`src/design/owtsr_pkg.sv`:
```
// Package for the one-wire temperature sensor reader.
// Holds phase codes, register indexes, status codes, reset values and the CRC-8 step.
// No dependencies; imported by every module of the block.
`timescale 1ns / 1ps

package owtsr_pkg;

  // Scratchpad bytes read from the sensor, the last one is the CRC
  localparam int unsigned SCRATCH_BYTES = 9;

  localparam int unsigned TICK_W = 20;
  localparam int unsigned CFG_W  = 20;
  localparam int unsigned OUT_W  = 48;

  // Command bytes: skip-ROM, convert, skip-ROM, read-scratchpad
  localparam logic [7:0] CMD_SEQ [4] = '{8'hCC, 8'h44, 8'hCC, 8'hBE};

  // Reset values of the timing registers (microsecond ticks)
  localparam logic [9:0]  RESET_LOW_RST    = 10'd480;
  localparam logic [9:0]  PRES_TIMEOUT_RST = 10'd100;
  localparam logic [9:0]  PEND_TIMEOUT_RST = 10'd300;
  localparam logic [19:0] CONVERT_WAIT_RST = 20'd1000000;
  localparam logic [5:0]  SLOT_START_RST   = 6'd2;
  localparam logic [6:0]  SLOT_LONG_RST    = 7'd60;
  localparam logic [5:0]  SAMPLE_DELAY_RST = 6'd15;
  localparam logic [6:0]  READ_TAIL_RST    = 7'd50;

  typedef enum logic [2:0] {
    CFG_RESET_LOW    = 3'd0,
    CFG_PRES_TIMEOUT = 3'd1,
    CFG_PEND_TIMEOUT = 3'd2,
    CFG_CONVERT_WAIT = 3'd3,
    CFG_SLOT_START   = 3'd4,
    CFG_SLOT_LONG    = 3'd5,
    CFG_SAMPLE_DELAY = 3'd6,
    CFG_READ_TAIL    = 3'd7
  } cfg_idx_e;

  typedef enum logic [1:0] {
    STATUS_OK       = 2'd0,
    STATUS_NO_PRES  = 2'd1,
    STATUS_STUCK    = 2'd2,
    STATUS_CRC_FAIL = 2'd3
  } status_e;

  typedef enum logic [9:0] {
    PH_IDLE = 10'b00_0000_0001,
    PH_RST  = 10'b00_0000_0010,
    PH_PRES = 10'b00_0000_0100,
    PH_PEND = 10'b00_0000_1000,
    PH_TXL  = 10'b00_0001_0000,
    PH_TXH  = 10'b00_0010_0000,
    PH_CONV = 10'b00_0100_0000,
    PH_RXL  = 10'b00_1000_0000,
    PH_RXW  = 10'b01_0000_0000,
    PH_RXT  = 10'b10_0000_0000
  } phase_e;

  // Timing register set
  typedef struct packed {
    logic [9:0]  reset_low;
    logic [9:0]  pres_timeout;
    logic [9:0]  pend_timeout;
    logic [19:0] convert_wait;
    logic [5:0]  slot_start;
    logic [6:0]  slot_long;
    logic [5:0]  sample_delay;
    logic [6:0]  read_tail;
  } cfg_t;

  // Converted temperature fields
  typedef struct packed {
    logic        negative;
    logic [11:0] whole;
    logic [6:0]  hundredths;
  } temp_fields_t;

  // One byte through the reflected CRC-8 (polynomial 0x8C)
  function automatic logic [7:0] crc8_step(input logic [7:0] crc, input logic [7:0] data);
    logic [7:0] c;
    c = crc ^ data;
    for (int k = 0; k < 8; k++) begin
      c = c[0] ? ((c >> 1) ^ 8'h8C) : (c >> 1);
    end
    return c;
  endfunction

endpackage

```
`src/design/one_wire_temp_sensor_reader_unit.sv`:
```
// Top level of the one-wire temperature sensor reader.
// Depends on owtsr_pkg and owtsr_temp_conv.
`timescale 1ns / 1ps

// Usage:
//   Feed one microsecond tick per transfer on the s_axis channel: tdata[0] is the
//   sampled bus level, tuser[0] set on a tick starts a measurement while idle.
//   Every tick gives exactly one result on the m_axis channel: drive_low for the
//   bus driver, busy, done and the last status, and on a finishing tick with
//   status ok the raw temperature, its sign, whole degrees and hundredths.
//   A measurement runs reset, presence, skip-ROM/convert, the conversion wait,
//   a second reset, skip-ROM/read-scratchpad and nine read bytes with CRC check.
//   An input transfer's result is in the output register on the next clock; one
//   tick is taken every cycle unless the receiver stalls, since each tick's update
//   is one pass through the phase logic between the state and output registers.
//   When the receiver stalls, the result holds and s_axis_tready drops only while
//   the full output register is not being taken.
//   Reset puts the block idle with status ok and the timing registers at their
//   defaults; timing registers are written through cfg_we_i/cfg_addr_i/cfg_wdata_i.

module one_wire_temp_sensor_reader_unit (
  input  logic                        clk_i,
  input  logic                        rst_ni,
  // Input ticks
  input  logic                        s_axis_tvalid,
  output logic                        s_axis_tready,
  input  logic [7:0]                  s_axis_tdata,   // [0] line_level, [7:1] zero
  input  logic [0:0]                  s_axis_tuser,   // [0] cmd
  // Results
  output logic                        m_axis_tvalid,
  input  logic                        m_axis_tready,
  // [0] drive_low, [1] busy_res, [2] done_res, [4:3] status, [20:5] temp_raw,
  // [21] temp_negative, [33:22] temp_whole, [40:34] temp_hundredths, [47:41] zero
  output logic [owtsr_pkg::OUT_W-1:0] m_axis_tdata,
  // Configuration writes
  input  logic                        cfg_we_i,
  input  logic [2:0]                  cfg_addr_i,
  input  logic [owtsr_pkg::CFG_W-1:0] cfg_wdata_i
);
  import owtsr_pkg::*;

  cfg_t        cfg_q;
  phase_e      phase_q, phase_d, ph;
  logic [19:0] tick_q, tick_d, tick_e, tick_inc, limit;
  logic [2:0]  bit_q, bit_d, bit_e, bit_inc;
  logic [3:0]  byte_q, byte_d, byte_e, byte_inc, n_idx;
  logic [4:0]  n_next;
  logic [7:0]  shift_q, shift_d, shift_e;
  logic [7:0]  crc_q, crc_d, crc_e;
  logic [1:0]  status_q, status_d;
  logic [7:0]  lo_q, lo_d, hi_q, hi_d;
  logic        start, bitv, hit, drv, done;
  logic [15:0] raw;
  temp_fields_t fields;

  logic                in_fire;
  logic                out_valid_q;
  logic [OUT_W-1:0]    out_data_q, out_data_d;

  assign in_fire       = s_axis_tvalid && s_axis_tready;
  assign s_axis_tready = !out_valid_q || m_axis_tready;
  assign m_axis_tvalid = out_valid_q;
  assign m_axis_tdata  = out_data_q;

  // Timing registers
  always_ff @(posedge clk_i or negedge rst_ni) begin
    if (!rst_ni) begin
      cfg_q.reset_low    <= RESET_LOW_RST;
      cfg_q.pres_timeout <= PRES_TIMEOUT_RST;
      cfg_q.pend_timeout <= PEND_TIMEOUT_RST;
      cfg_q.convert_wait <= CONVERT_WAIT_RST;
      cfg_q.slot_start   <= SLOT_START_RST;
      cfg_q.slot_long    <= SLOT_LONG_RST;
      cfg_q.sample_delay <= SAMPLE_DELAY_RST;
      cfg_q.read_tail    <= READ_TAIL_RST;
    end else if (cfg_we_i) begin
      unique case (cfg_idx_e'(cfg_addr_i))
        CFG_RESET_LOW:    cfg_q.reset_low    <= cfg_wdata_i[9:0];
        CFG_PRES_TIMEOUT: cfg_q.pres_timeout <= cfg_wdata_i[9:0];
        CFG_PEND_TIMEOUT: cfg_q.pend_timeout <= cfg_wdata_i[9:0];
        CFG_CONVERT_WAIT: cfg_q.convert_wait <= cfg_wdata_i[19:0];
        CFG_SLOT_START:   cfg_q.slot_start   <= cfg_wdata_i[5:0];
        CFG_SLOT_LONG:    cfg_q.slot_long    <= cfg_wdata_i[6:0];
        CFG_SAMPLE_DELAY: cfg_q.sample_delay <= cfg_wdata_i[5:0];
        CFG_READ_TAIL:    cfg_q.read_tail    <= cfg_wdata_i[6:0];
        default: ;
      endcase
    end
  end

  // Apply a start, pick the running limit and advance the phase
  always_comb begin
    start   = (phase_q == PH_IDLE) && s_axis_tuser[0];
    ph      = start ? PH_RST : phase_q;
    tick_e  = start ? '0 : tick_q;
    bit_e   = start ? '0 : bit_q;
    byte_e  = start ? '0 : byte_q;
    shift_e = start ? '0 : shift_q;
    crc_e   = start ? '0 : crc_q;

    bitv = CMD_SEQ[byte_e[1:0]][bit_e];

    unique case (ph)
      PH_RST:  limit = {10'd0, cfg_q.reset_low};
      PH_PRES: limit = {10'd0, cfg_q.pres_timeout};
      PH_PEND: limit = {10'd0, cfg_q.pend_timeout};
      PH_TXL:  limit = bitv ? {14'd0, cfg_q.slot_start} : {13'd0, cfg_q.slot_long};
      PH_TXH:  limit = bitv ? {13'd0, cfg_q.slot_long} : {14'd0, cfg_q.slot_start};
      PH_CONV: limit = cfg_q.convert_wait;
      PH_RXL:  limit = {14'd0, cfg_q.slot_start};
      PH_RXW:  limit = {14'd0, cfg_q.sample_delay};
      PH_RXT:  limit = {13'd0, cfg_q.read_tail};
      default: limit = '0;
    endcase

    tick_inc = tick_e + 20'd1;
    hit      = tick_inc >= limit;
    bit_inc  = bit_e + 3'd1;
    byte_inc = byte_e + 4'd1;
    n_idx    = (byte_e >= 4'(SCRATCH_BYTES - 1)) ? 4'(SCRATCH_BYTES - 1) : byte_e;
    n_next   = {1'b0, n_idx} + 5'd1;

    phase_d  = ph;
    tick_d   = tick_e;
    bit_d    = bit_e;
    byte_d   = byte_e;
    shift_d  = shift_e;
    crc_d    = crc_e;
    status_d = status_q;
    lo_d     = lo_q;
    hi_d     = hi_q;
    drv      = 1'b0;
    done     = 1'b0;

    unique case (ph)
      PH_IDLE: ;
      PH_RST: begin
        drv    = 1'b1;
        tick_d = hit ? '0 : tick_inc;
        if (hit) phase_d = PH_PRES;
      end
      PH_PRES: begin
        if (!s_axis_tdata[0]) begin
          phase_d = PH_PEND;
          tick_d  = '0;
        end else begin
          tick_d = hit ? '0 : tick_inc;
          if (hit) begin
            status_d = STATUS_NO_PRES;
            done     = 1'b1;
            phase_d  = PH_IDLE;
          end
        end
      end
      PH_PEND: begin
        if (s_axis_tdata[0]) begin
          bit_d   = '0;
          phase_d = PH_TXL;
          tick_d  = '0;
        end else begin
          tick_d = hit ? '0 : tick_inc;
          if (hit) begin
            status_d = STATUS_STUCK;
            done     = 1'b1;
            phase_d  = PH_IDLE;
          end
        end
      end
      PH_TXL: begin
        drv    = 1'b1;
        tick_d = hit ? '0 : tick_inc;
        if (hit) phase_d = PH_TXH;
      end
      PH_TXH: begin
        tick_d = hit ? '0 : tick_inc;
        if (hit) begin
          bit_d = bit_inc;
          if (bit_inc != 3'd0) begin
            phase_d = PH_TXL;
          end else begin
            byte_d = byte_inc;
            if (byte_inc == 4'd2) begin
              phase_d = PH_CONV;
            end else if (byte_inc >= 4'd4) begin
              byte_d  = '0;
              shift_d = '0;
              crc_d   = '0;
              phase_d = PH_RXL;
            end else begin
              phase_d = PH_TXL;
            end
          end
        end
      end
      PH_CONV: begin
        tick_d = hit ? '0 : tick_inc;
        if (hit) phase_d = PH_RST;
      end
      PH_RXL: begin
        drv    = 1'b1;
        tick_d = hit ? '0 : tick_inc;
        if (hit) phase_d = PH_RXW;
      end
      PH_RXW: begin
        tick_d = hit ? '0 : tick_inc;
        if (hit) begin
          if (s_axis_tdata[0]) shift_d = shift_e | (8'd1 << bit_e);
          phase_d = PH_RXT;
        end
      end
      PH_RXT: begin
        tick_d = hit ? '0 : tick_inc;
        if (hit) begin
          bit_d = bit_inc;
          if (bit_inc != 3'd0) begin
            phase_d = PH_RXL;
          end else begin
            // Keep only the two temperature bytes of the scratchpad
            if (n_idx == 4'd0) lo_d = shift_e;
            if (n_idx == 4'd1) hi_d = shift_e;
            if (n_next >= 5'(SCRATCH_BYTES)) begin
              status_d = (crc_e == shift_e) ? STATUS_OK : STATUS_CRC_FAIL;
              done     = 1'b1;
              phase_d  = PH_IDLE;
            end else begin
              crc_d   = crc8_step(crc_e, shift_e);
              byte_d  = n_next[3:0];
              shift_d = '0;
              phase_d = PH_RXL;
            end
          end
        end
      end
      default: begin
        phase_d = PH_IDLE;
        tick_d  = '0;
      end
    endcase
  end

  // Temperature fields, shown only on a finishing tick with status ok
  assign raw = (done && status_d == STATUS_OK) ? {hi_d, lo_d} : 16'd0;

  owtsr_temp_conv u_conv (
    .raw_i    (raw),
    .fields_o (fields)
  );

  always_comb begin
    out_data_d        = '0;
    out_data_d[0]     = drv;
    out_data_d[1]     = (phase_d != PH_IDLE);
    out_data_d[2]     = done;
    out_data_d[4:3]   = status_d;
    out_data_d[20:5]  = raw;
    out_data_d[21]    = fields.negative;
    out_data_d[33:22] = fields.whole;
    out_data_d[40:34] = fields.hundredths;
  end

  // Sequencer state, advanced on each input transfer
  always_ff @(posedge clk_i or negedge rst_ni) begin
    if (!rst_ni) begin
      phase_q  <= PH_IDLE;
      tick_q   <= '0;
      bit_q    <= '0;
      byte_q   <= '0;
      shift_q  <= '0;
      crc_q    <= '0;
      status_q <= STATUS_OK;
    end else if (in_fire) begin
      phase_q  <= phase_d;
      tick_q   <= tick_d;
      bit_q    <= bit_d;
      byte_q   <= byte_d;
      shift_q  <= shift_d;
      crc_q    <= crc_d;
      status_q <= status_d;
    end
  end

  // Temperature bytes and result payload
  always_ff @(posedge clk_i) begin
    if (in_fire) begin
      lo_q       <= lo_d;
      hi_q       <= hi_d;
      out_data_q <= out_data_d;
    end
  end

  // Output valid: set on a new result, drop once taken
  always_ff @(posedge clk_i or negedge rst_ni) begin
    if (!rst_ni) begin
      out_valid_q <= 1'b0;
    end else if (in_fire) begin
      out_valid_q <= 1'b1;
    end else if (m_axis_tready) begin
      out_valid_q <= 1'b0;
    end
  end

endmodule

```
`src/design/owtsr_temp_conv.sv`:
```
// Temperature converter: raw sixteenths of a degree to sign, whole degrees, hundredths.
// Depends on owtsr_pkg for the result field struct.
`timescale 1ns / 1ps

module owtsr_temp_conv (
  input  logic [15:0]                  raw_i,
  output owtsr_pkg::temp_fields_t      fields_o
);
  import owtsr_pkg::*;

  logic [15:0] mag;
  logic [10:0] frac_prod;

  // Take the magnitude; the most negative code gives 32768
  assign mag = raw_i[15] ? (16'd0 - raw_i) : raw_i;

  // Fraction in hundredths, truncated
  assign frac_prod = {7'd0, mag[3:0]} * 11'd100;

  assign fields_o.negative   = raw_i[15];
  assign fields_o.whole      = mag[15:4];
  assign fields_o.hundredths = frac_prod[10:4];

endmodule

```
`config.mk`:
```
export PLATFORM = sky130hd
export DESIGN_NAME = one_wire_temp_sensor_reader_unit
export DESIGN_NICKNAME = d
export VERILOG_FILES = /design/src/design/owtsr_pkg.sv /design/src/design/one_wire_temp_sensor_reader_unit.sv /design/src/design/owtsr_temp_conv.sv
export SDC_FILE = /design/constraint.sdc
export NUM_CORES = 1
export LEC_CHECK = 0
export BUFFER_PORTS_ARGS = -buffer_cell sky130_fd_sc_hd__buf_2
export CORE_MARGIN = 5
export CORE_UTILIZATION = 35
export CTS_CLUSTER_SIZE = 30
export DETAILED_ROUTE_END_ITERATION = 8
export PLACE_DENSITY = 0.59
export SETUP_SLACK_MARGIN = 0.2
export SYNTH_ARGS = -nofsm -noshare
export SYNTH_HDL_FRONTEND = slang
export SYNTH_HIERARCHICAL = 1
export SYNTH_SLANG_ARGS = --single-unit
```
`constraint.sdc`:
```
create_clock -name clk_i -period 8.7 [get_ports clk_i]
set_clock_uncertainty 0.05 [all_clocks]
set_input_delay 0.87 -clock clk_i [delete_from_list [all_inputs] [get_ports clk_i]]
set_output_delay 0.87 -clock clk_i [all_outputs]
set_load 0.005 [all_outputs]
```
## Word-level counts from Yosys, hierarchy flattened

Index checks and enable logic that the tools add are counted.

- Register bits after elaboration: 189
- Word-level logic and storage cells: 188

- Add/subtract/negate cells: 5
- Multipliers: 1
- $lt $le $gt $ge: 6
- Equal/unequal tests: 22
- Shift operators: 1
- Muxes and demuxes: 101
- Bitwise gates (word level): 11
- Reductions and logical operators: 21

Operator list:

| cell | count |
|---|---|
| two-way mux 8 bit | 41 |
| one-hot mux 20 bit (9 select lines) | 1 |
| two-way mux 10 bit | 11 |
| one-hot mux 10 bit (10 select lines) | 1 |
| two-way mux 20 bit | 4 |
| one-hot mux 20 bit (4 select lines) | 1 |
| two-way mux 4 bit | 9 |
| inverter 2 -> 3 bit | 9 |
| one-hot mux 8 bit (3 select lines) | 1 |
| adder 20 x 1 -> 20 bit (second input constant) | 1 |
| == test 10 x 1 -> 1 bit (second input constant) | 2 |
| greater-or-equal comparator 20 bit | 1 |
| binary-select mux 8 bit (select 2 bit) | 1 |
| two-way mux 16 bit | 1 |
| two-way mux 2 bit | 8 |
| one-hot mux 8 bit (2 select lines) | 1 |
| AND reduction 2 bit | 8 |
| subtractor 1 x 16 -> 16 bit (first input constant) | 1 |
| two-way mux 15 bit | 1 |
| two-way mux 7 bit | 2 |
| == test 3 bit (second input constant) | 4 |
| == test 10 bit (second input constant) | 1 |
| == test 10 x 2 -> 1 bit (second input constant) | 1 |
| == test 10 x 3 -> 1 bit (second input constant) | 1 |
| other kinds (42) | 56 |

## Depth between registers and ports, before layout

Gate-level depths: netlist of the first run.

- Depth after elaboration: 24
- Mapped depth: 35
- Gate-level depth less buffers: 29

## Modules after synthesis

Netlist of the first run, hierarchy kept.

By module, submodules not included:

| module | times used | cells each | area an instance (µm²) | seq. area each (µm²) |
|---|---|---|---|---|
| one_wire_temp_sensor_reader_unit | 1 | 897 | 9995.8 | 5053.6 |
| owtsr_temp_conv | 1 | 64 | 541.8 | 0.0 |

## Worst setup path before layout of the first run

Ideal clock, no wire load.

- Path type: register -> register
- From: reg phase_q[0]
- To: reg out_data_q[40], in the netlist m_axis_tdata[40], data pin
- Library setup time: 0.258 ns
- Arrival time: 7.625 ns
- Setup slack: 0.767 ns
- Cell stages (with the launch flop): 29
- Path buffers: 5
- Period minus slack after synthesis: 7.933 ns
- Cells stage by stage: dfstp_2 > or4b_2 > or4_4 > buf_6 > clkbuf_1 > nand2_1 > inv_1 > ha_1 > nand3_1 > o21ai_0 > nor3_1 > mux2_2 > a221oi_1 > ha_1 > a21oi_1 > nor3_1 > nor4b_1 > o211a_1 > clkbuf_1 > clkbuf_1 > o21ai_0 > a21oi_1 > buf_1 > o21ai_0 > ha_1 > ha_1 > fa_1 > a31oi_1 > xnor2_1

RTL lines:

| item | RTL line | RTL |
|---|---|---|
| from (decl) | one_wire_temp_sensor_reader_unit.sv:43 | `phase_e phase_q, phase_d, ph;` |
| from (signal assigned) | one_wire_temp_sensor_reader_unit.sv:272 | `phase_q <= phase_d;` |
| to (signal assigned) | one_wire_temp_sensor_reader_unit.sv:287 | `out_data_q <= out_data_d;` |
| to (decl) | one_wire_temp_sensor_reader_unit.sv:58 | `logic [OUT_W-1:0] out_data_q, out_data_d;` |

==> results of run 1 <==
worst max-delay path: cells and delay by family, from the launching register on:
family          cells  cell delay, ns
compound gates      8            1.81
simple gates        9            2.55
buf+inv             3            0.79
xor+xnor            2            0.24
flops               1            0.58
mux                 1            0.27
fa+ha+maj           5            1.44
cells in the mapped netlist, types with 9 or more instances:
master and instances:
and3_1 13, nor3_1 18, inv_1 21, o31ai_1 11, a22oi_1 13, dfrtp_1 101
edfxtp_1 57, nor2_1 42, nor4_1 9, ha_1 42, nand4_1 18, xnor2_1 44
xor2_1 11, nand2b_1 11, nand3_1 18, o21ai_0 37, dfstp_2 31, or3_1 24
a22o_1 28, nand2_1 91, a21oi_1 32, mux2_2 83, clkbuf_1 41
final cells by class:
class	count	area (um^2)	share of cell area, %
multi-input combinational	691	5120	43.1
inverter	22	82.6	0.695
sequential	189	5050	42.5
clock inverter	14	145	1.22
timing repair buffer	98	562	4.73
tap	390	488	4.11
clock buffer	18	429	3.61
layout by cell type, fill, tap and decap left out, types with 11 or more instances in the layout:
master,n
edfxtp_1,57
a22o_1,28
buf_2,71
dfstp_2,31
nand4_1,18
xnor2_1,44
or3_1,24
nor3_1,18
o21ai_0,37
inv_1,21
dfrtp_1,101
nand3_1,18
clkbuf_16,17
mux2_2,83
buf_4,26
and3_1,13
o31ai_1,11
nand2_1,91
xor2_1,11
a22oi_1,13
a21oi_1,32
nor2_1,42
ha_1,42
nand2b_1,11
worst max path at each step:
| stage | startpoint | to | slack (ns) |
|---|---|---|---|
| after floorplan | phase_q[0] | m_axis_tdata[40] | 0.77 |
| after global placement | phase_q[0] | m_axis_tdata[40] | 0.83 |
| after detailed placement | phase_q[0] | m_axis_tdata[40] | 0.72 |
| after CTS | phase_q[0] | m_axis_tdata[40] | 0.67 |
| after global routing | phase_q[0] | m_axis_tdata[40] | 0.29 |
| final | phase_q[0] | m_axis_tdata[40] | 0.70 |
where the power goes:
part | switching (mW) | total (mW) | internal [mW]
registers | 0.0623 | 1.11 | 1.04
clock network | 0.382 | 0.766 | 0.384
logic | 0.385 | 0.605 | 0.220
registers in the layout (all words and copies together), names as in the netlist:
register and count:
status_q 2, cfg_q 76, lo_q 8, tick_q 20
phase_q 10, hi_q 8, byte_q 4, shift_q 8
m_axis_tdata 41, crc_q 8, bit_q 3, m_axis_tvalid 1
through the flow:
| step | cell area [um^2] | setup slack, ns |
|---|---|---|
| floorplan | 10600 | 0.767 |
| global placement | 11300 | 0.829 |
| detailed placement | 11300 | 0.718 |
| CTS | 11900 | 0.675 |
| global route | 11900 | 0.287 |
| finish | 11900 | 0.701 |
logic make-up (layout without fill, tap and decap cells):
logic type,count (synthesis),after routing,share of synthesized area (%)
XOR/XNOR,55,55,4.57
AO/OA/AOI/OAI,195,195,13.4
flip-flops,189,189,48.0
other,1,7,0.0356
adder cells (fa/ha/maj),43,43,5.18
AND/OR/NAND/NOR,300,300,15.5
multiplexers,91,91,9.63
buffers and inverters,87,152,3.76
per-layer routing:
metal  vias up  GRT usage, %  part of all wire [%]
li1       3689             -                     -
met1      3665          20.1                    46
met2       181          24.2                    47
met3        35          2.28                   4.9
met4         2          4.59                   1.7
met5         -             0                 0.045
==> impl_metrics.yaml, run 1 <==
setup_path:
  rr_startpoint: "phase_q[0]"
  r2r_cells: 28
  crit_top_cell: "ha_1"
  path_max_fanout: 32
  cpPeakStageDelay_ns: 0.71
  crit_type: "flop to flop"
  cp.arrival_ns: 8.14
  critPathRequiredTime_ns: 8.84
  cp-start-kind: "flop"
  rrSetupSlack_ns: 0.70
  r2r-end: "m_axis_tdata[40]"
  critPathSlowestCell: "or4b_2"
  endpoint_kind: "flop"
timing:
  fin_crit_ns: 8.00
  fin_hold_ws_ns: 0.387
  tightestPinTransition_ns: 1.10
  hold_viol_final: 0
  fin_tns_setup_ns: 0
  rsz0062_at_grt: "false"
  slew_violations: 0
  slew_headroom_pct: 25.9
  finalSetupViolations: 0
  timing.fmax_mhz: 125
  final.period_utilization_pct: 91.9
clock_tree:
  clk_pin_slew_ns: 0.08
  cts-hold-fix-buffers: 0
  root_buffer: "clkbuf_16"
  cts_tree: "yes"
  insertion_delay_ns: 0.44
  clockBufferDepth: 2
  cts.sinks: 189
  htreeDepth: 4
  cts_setup_buffers: 0
  post_cts_resize_count: 0
  cts_made_buffers: 17
power:
  ir_drop_uv: 137
  power_density_mw_per_mm2: 209
  p_leak_nw: 4.88
  totalPowerFinal_mw: 2.48
final_layout:
  layout-drive-gt1-share_pct: 26.2
  antennaDiodeCount: 0
  postLayoutCoreUtil_pct: 40.0
  syn_to_final_growth_pct: 12.8
  final_nets: 1099
  filler_cell_count: 2863
  fin_cells: 1422
drt:
  ant_nets: 0
  vias_per_cell: 5.32
  num_vias: 7572
  drt_iter0_drc: 630
  dr.pass1.iters: 7
  wirelength_mm: 24.6
  route.detailed.drc: 0
  routedWlPerCell_um: 17.3
global_routing:
  grt_pass1_wl_mm: 40.2
  grtUsageTotal_pct: 14.7
  grt_pass1_vias: 7496
  grt.overflow.total: 0
  antenna_found_initial: 1
  grt_max_degree: 74
synthesis:
  synth_area_leader_cell: "dfrtp_1"
  syn_area_mm2: 0.0105
  synth_flop_cell: "dfrtp_1"
  synth.distinct_cells: 79
  synth_cells: 961
  ys_ff_latch: 189
  yosysWarningCount: 6
  synth_edf_count: 57
  ys_seq_area_share_pct: 48.0
  synth_area_leaders: "dfrtp_1 (24%), edfxtp_1 (16%), mux2_2 (8.9%)"
  synthArstFlopShare_pct: 69.8
  synth_top_area_share_pct: 24.0
  synth.avg_cell_area_um2: 11.0
die:
  core_mm2: 0.0297
  dieArea_mm2: 0.0337
  die_w_um: 184
  rows: 63
  start_util_pct: 35.5
  io_pins: 87
  die_y_um: 184
place:
  gp_congestion: 0.847
  dpl.hpwl_mm: 17.4
  placed_cells: 1390
  io_buffers: 72
flow_run:
  max_cap_viol_count: 0
status:
  status: "finished clean"
min_path:
  hp-class: "input pin to async pin"
No activity file was read; power rests on OpenSTA's default activity.
==> inputs of run 2 (changes only) <==
Settings changed: PLACE_DENSITY 0.59 to 0.62.
==> impl_metrics.yaml, run 2 (same netlist as run 1, synthesis figures left out) <==
clock_tree:
  clk_pin_slew_ns: 0.07
  root_buffer: "clkbuf_16"
  cts_tree: "yes"
  cts.sinks: 189
  cts_made_buffers: 17
  cts_setup_buffers: 0
  clockBufferDepth: 2
  insertion_delay_ns: 0.44
  htreeDepth: 4
setup_path:
  crit_top_cell: "ha_1"
  cp.arrival_ns: 7.96
  critPathSlowestCell: "or4_1"
  rrSetupSlack_ns: 0.88
  cp-start-kind: "flop"
  crit_path_start: "phase_q[9]"
  crit_type: "flop to flop"
  endpoint_kind: "flop"
  cpPeakStageDelay_ns: 0.55
  critPathRequiredTime_ns: 8.84
  path_max_fanout: 33
  rr_startpoint: "phase_q[9]"
global_routing:
  grt_pass1_vias: 7630
  antenna_found_initial: 1
  grtUsageTotal_pct: 14.6
  grt_pass1_wl_mm: 40.4
  grt_max_degree: 81
  grt.overflow.total: 0
final_layout:
  antennaDiodeCount: 0
  syn_to_final_growth_pct: 12.6
  multi_input_area_mm2: 0.00513
  largest_register_ff_count: 76
  regMostFlops: "cfg_q"
  final_nets: 1098
  final_cell_mix: "dfrtp_1 (101), nand2_1 (91), mux2_2 (83)"
  layout_commonest_cell: "dfrtp_1"
  seq_area_mm2: 0.00505
  layout-drive-gt1-share_pct: 26.3
  filler_cell_count: 2882
  fin_cells: 1421
drt:
  num_vias: 7695
  wirelength_mm: 24.5
  wl_met1_mm: 11.2
  route.detailed.drc: 0
  dr.pass1.iters: 4
  ant_nets: 0
  wl_met2_mm: 11.7
  wl_met3_mm: 1.39
  drt_iter0_drc: 505
  top_layer_used: "met5"
  vias_per_cell: 5.42
  routedWlPerCell_um: 17.3
die:
  die_w_um: 184
  rows: 63
  core_mm2: 0.0297
  die_y_um: 184
  io_pins: 87
  dieArea_mm2: 0.0337
  start_util_pct: 35.5
timing:
  hold_viol_final: 0
  final.period_utilization_pct: 89.9
  timing.fmax_mhz: 128
  slew_headroom_pct: 22.9
  tightestPinTransition_ns: 1.15
  rsz0062_at_grt: "false"
  timing.final.ws_setup_ns: 0.876
  fin_tns_setup_ns: 0
  finalSetupViolations: 0
  slew_violations: 0
  fin_crit_ns: 7.82
flow_run:
  max_cap_viol_count: 0
power:
  power_density_mw_per_mm2: 208
  ir_drop_uv: 121
  totalPowerFinal_mw: 2.47
  p_leak_nw: 4.88
place:
  dpl.hpwl_mm: 17.4
  gp_congestion: 0.850
  placed_cells: 1389
  io_buffers: 72
  pre_cts_slack_ns: 0.732
status:
  status: "finished clean"
min_path:
  hp-class: "input pin to async pin"
-- run 2: routing by layer --
layer,up-vias,GRT usage (%)
met5,-,0
met4,2,3.25
met3,25,2.55
met2,202,24.0
met1,3775,20.1
li1,3691,-
-- run 2: area by class of cell --
| type | instances | share of cell area [%] |
|---|---|---|
| clock buffers | 19 | 3.65 |
| clock inverters | 13 | 1.04 |
| inverters | 22 | 0.696 |
| multi-input cells | 691 | 43.2 |
| flip-flops and latches | 189 | 42.6 |
| well taps | 390 | 4.11 |
| repair buffers | 97 | 4.64 |
-- run 2: critical path: cells and delay by family (launching register included) --
kind / cells / cell delay [ns]
simple gates: 7 / 2.05
flops: 1 / 0.45
compound gates: 9 / 2.04
fa+ha+maj: 5 / 1.45
mux: 1 / 0.34
buf+inv: 4 / 0.87
xor+xnor: 2 / 0.28
-- run 2: timing repair --
action / 4_1_cts / 5_1_grt
hold buffers: 0 / 0
setup endpoints to repair: 0 / 1
resized for setup: 0 / 3
-- run 2: metrics by stage --
stage / cell area [um^2] / util, % / hold WS, ns
after detailed placement: 11300 / 38.0 / 0.437
after CTS: 11900 / 39.9 / 0.443
final: 11900 / 39.9 / 0.415
after global placement: 11300 / 38.0 / 0.436
after global routing: 11900 / 39.9 / 0.467
after floorplan: 10600 / - / 0.420
-- run 2: final timing paths --
path / end / depth (start not counted)
setup / recovery: m_axis_tdata[40] / 28
hold / removal: cfg_q[41] / 1
setup reg to reg: m_axis_tdata[40] / 28
hold reg to reg: tick_q[19] / 2
max in group asynchronous: crc_q[3] / 2
min in group clk_i: tick_q[19] / 2
-- run 2: report_power, final --
group          switching [mW]  total [mW]  internal, mW
sequential             0.0634        1.11          1.05
clock                   0.370       0.751         0.380
combinational           0.391       0.612         0.221
total                   0.825        2.47          1.65
==> inputs of run 3 (changes only) <==
Settings changed: HOLD_SLACK_MARGIN set to 0.06, PLACE_DENSITY 0.62 to 0.56.
==> impl_metrics.yaml, run 3 (same netlist as run 1, synthesis figures left out) <==
status:
  status: "finished clean"
timing:
  final.period_utilization_pct: 89.1
  rsz0062_at_grt: "false"
  slew_headroom_pct: 30.8
  fin_tns_setup_ns: 0
  fin_crit_ns: 7.75
  tightestPinTransition_ns: 1.03
  slew_violations: 0
  finalSetupViolations: 0
  fin_hold_ws_ns: 0.357
  timing.fmax_mhz: 129
  hold_viol_final: 0
flow_run:
  max_cap_viol_count: 0
drt:
  route.detailed.drc: 0
  dr.pass1.iters: 8
  num_vias: 7555
  wirelength_mm: 24.9
  drt_iter0_drc: 538
  ant_nets: 0
  vias_per_cell: 5.32
  routedWlPerCell_um: 17.5
setup_path:
  endpoint_kind: "flop"
  cpPeakStageDelay_ns: 0.70
  cp.arrival_ns: 7.89
  critPathRequiredTime_ns: 8.84
  path_max_fanout: 33
  critPathSlowestCell: "or4b_2"
  crit_top_cell: "ha_1"
  cp-start-kind: "flop"
  crit_type: "flop to flop"
final_layout:
  seq_area_mm2: 0.00505
  regMostFlops: "cfg_q"
  filler_cell_count: 2878
  layout-drive-gt1-share_pct: 26.1
  layout_commonest_cell: "dfrtp_1"
  syn_to_final_growth_pct: 12.9
  multi_input_area_mm2: 0.00512
  final_cell_mix: "dfrtp_1 (101), nand2_1 (91), mux2_2 (83)"
  antennaDiodeCount: 0
  final_nets: 1098
  largest_register_ff_count: 76
global_routing:
  grt.overflow.total: 0
  busiest_layer: "met2"
  grt_use_met2_pct: 24.7
  met3_usage_pct: 2.79
  grt_pass1_vias: 7544
  antenna_found_initial: 1
  grtUsageMet1_pct: 20.2
  grtUsageTotal_pct: 14.9
  grt_max_degree: 74
  grt_pass1_wl_mm: 40.8
clock_tree:
  clockBufferDepth: 2
  clk_pin_slew_ns: 0.08
  cts.sinks: 189
  root_buffer: "clkbuf_16"
  post_cts_resize_count: 0
  htreeDepth: 4
  cts_setup_buffers: 0
  cts_tree: "yes"
  cts_made_buffers: 17
  insertion_delay_ns: 0.44
  cts-hold-fix-buffers: 0
power:
  power_density_mw_per_mm2: 211
  p_leak_nw: 4.89
  ir_drop_uv: 108
die:
  core_mm2: 0.0297
  io_pins: 87
  rows: 63
  dieArea_mm2: 0.0337
  die_y_um: 184
  die_w_um: 184
  start_util_pct: 35.5
place:
  dpl.hpwl_mm: 17.6
  io_buffers: 72
  gp_congestion: 0.831
min_path:
  hp-class: "input pin to async pin"
## run 3: cell count changes in the layout (fill, tap and decap cells not counted), moves of 2 or more
cell	before	now
inv_6	3	0
a21oi_2	2	0
inv_4	3	0
clkinv_8	1	5
a21oi_1	30	32
clkbuf_1	2	0
## run 3: power by group
group	switching, mW	internal, mW
registers	0.0637	1.04
clock network	0.398	0.388
logic	0.385	0.227
total	0.847	1.66
## run 3: area by class of cell
class                   count  area share (%)
multi-input cells         691            43.0
flip-flops and latches    189            42.5
repair buffers             97            4.66
well taps                 390            4.10
clock buffers              17            3.57
clock inverters            15            1.47
inverters                  22           0.694
## run 3: per-stage QoR
stage	cell area (um^2)	total power [mW]	cells	utilization, %	setup WS [ns]
2_1_floorplan	10600	1.52	967	-	0.767
3_5_place_dp	11300	1.74	1389	38.0	0.911
3_3_place_gp	11300	1.74	1389	38.0	0.937
6_report	11900	2.51	1421	40.0	0.949
4_1_cts	11900	2.54	1421	40.0	0.883
5_1_grt	11900	2.65	1421	40.0	0.408
## run 3: final timing paths
kind,startpoint,cells after the start,slack (ns),end
worst max-delay path,phase_q[0],28,0.95,m_axis_tdata[40]
worst min-delay path,rst_ni,1,0.36,cfg_q[37]
worst max register to register,phase_q[0],28,0.95,m_axis_tdata[40]
worst min register to register,cfg_q[33],1,0.46,cfg_q[33]
max in group asynchronous,rst_ni,2,6.85,shift_q[4]
min in group clk_i,cfg_q[33],1,0.46,cfg_q[33]
## run 3: critical path, delay by kind of cell (launching register included)
kind / cells / cell delay (ns)
AND/OR/NAND/NOR: 9 / 2.48
AO/OA/AOI/OAI: 8 / 1.70
adder cells (fa/ha/maj): 5 / 1.41
buffers and inverters: 3 / 0.76
flip-flops: 1 / 0.59
multiplexers: 1 / 0.27
XOR/XNOR: 2 / 0.23
## run 3: metal layers
metal / up-vias / part of all wire, % / wire length [um]
met5: - / 0.080 / 20
li1: 3686 / - / -
met1: 3669 / 46 / 11400
met3: 23 / 4.4 / 1100
met2: 175 / 48 / 12000
met4: 2 / 1.3 / 334
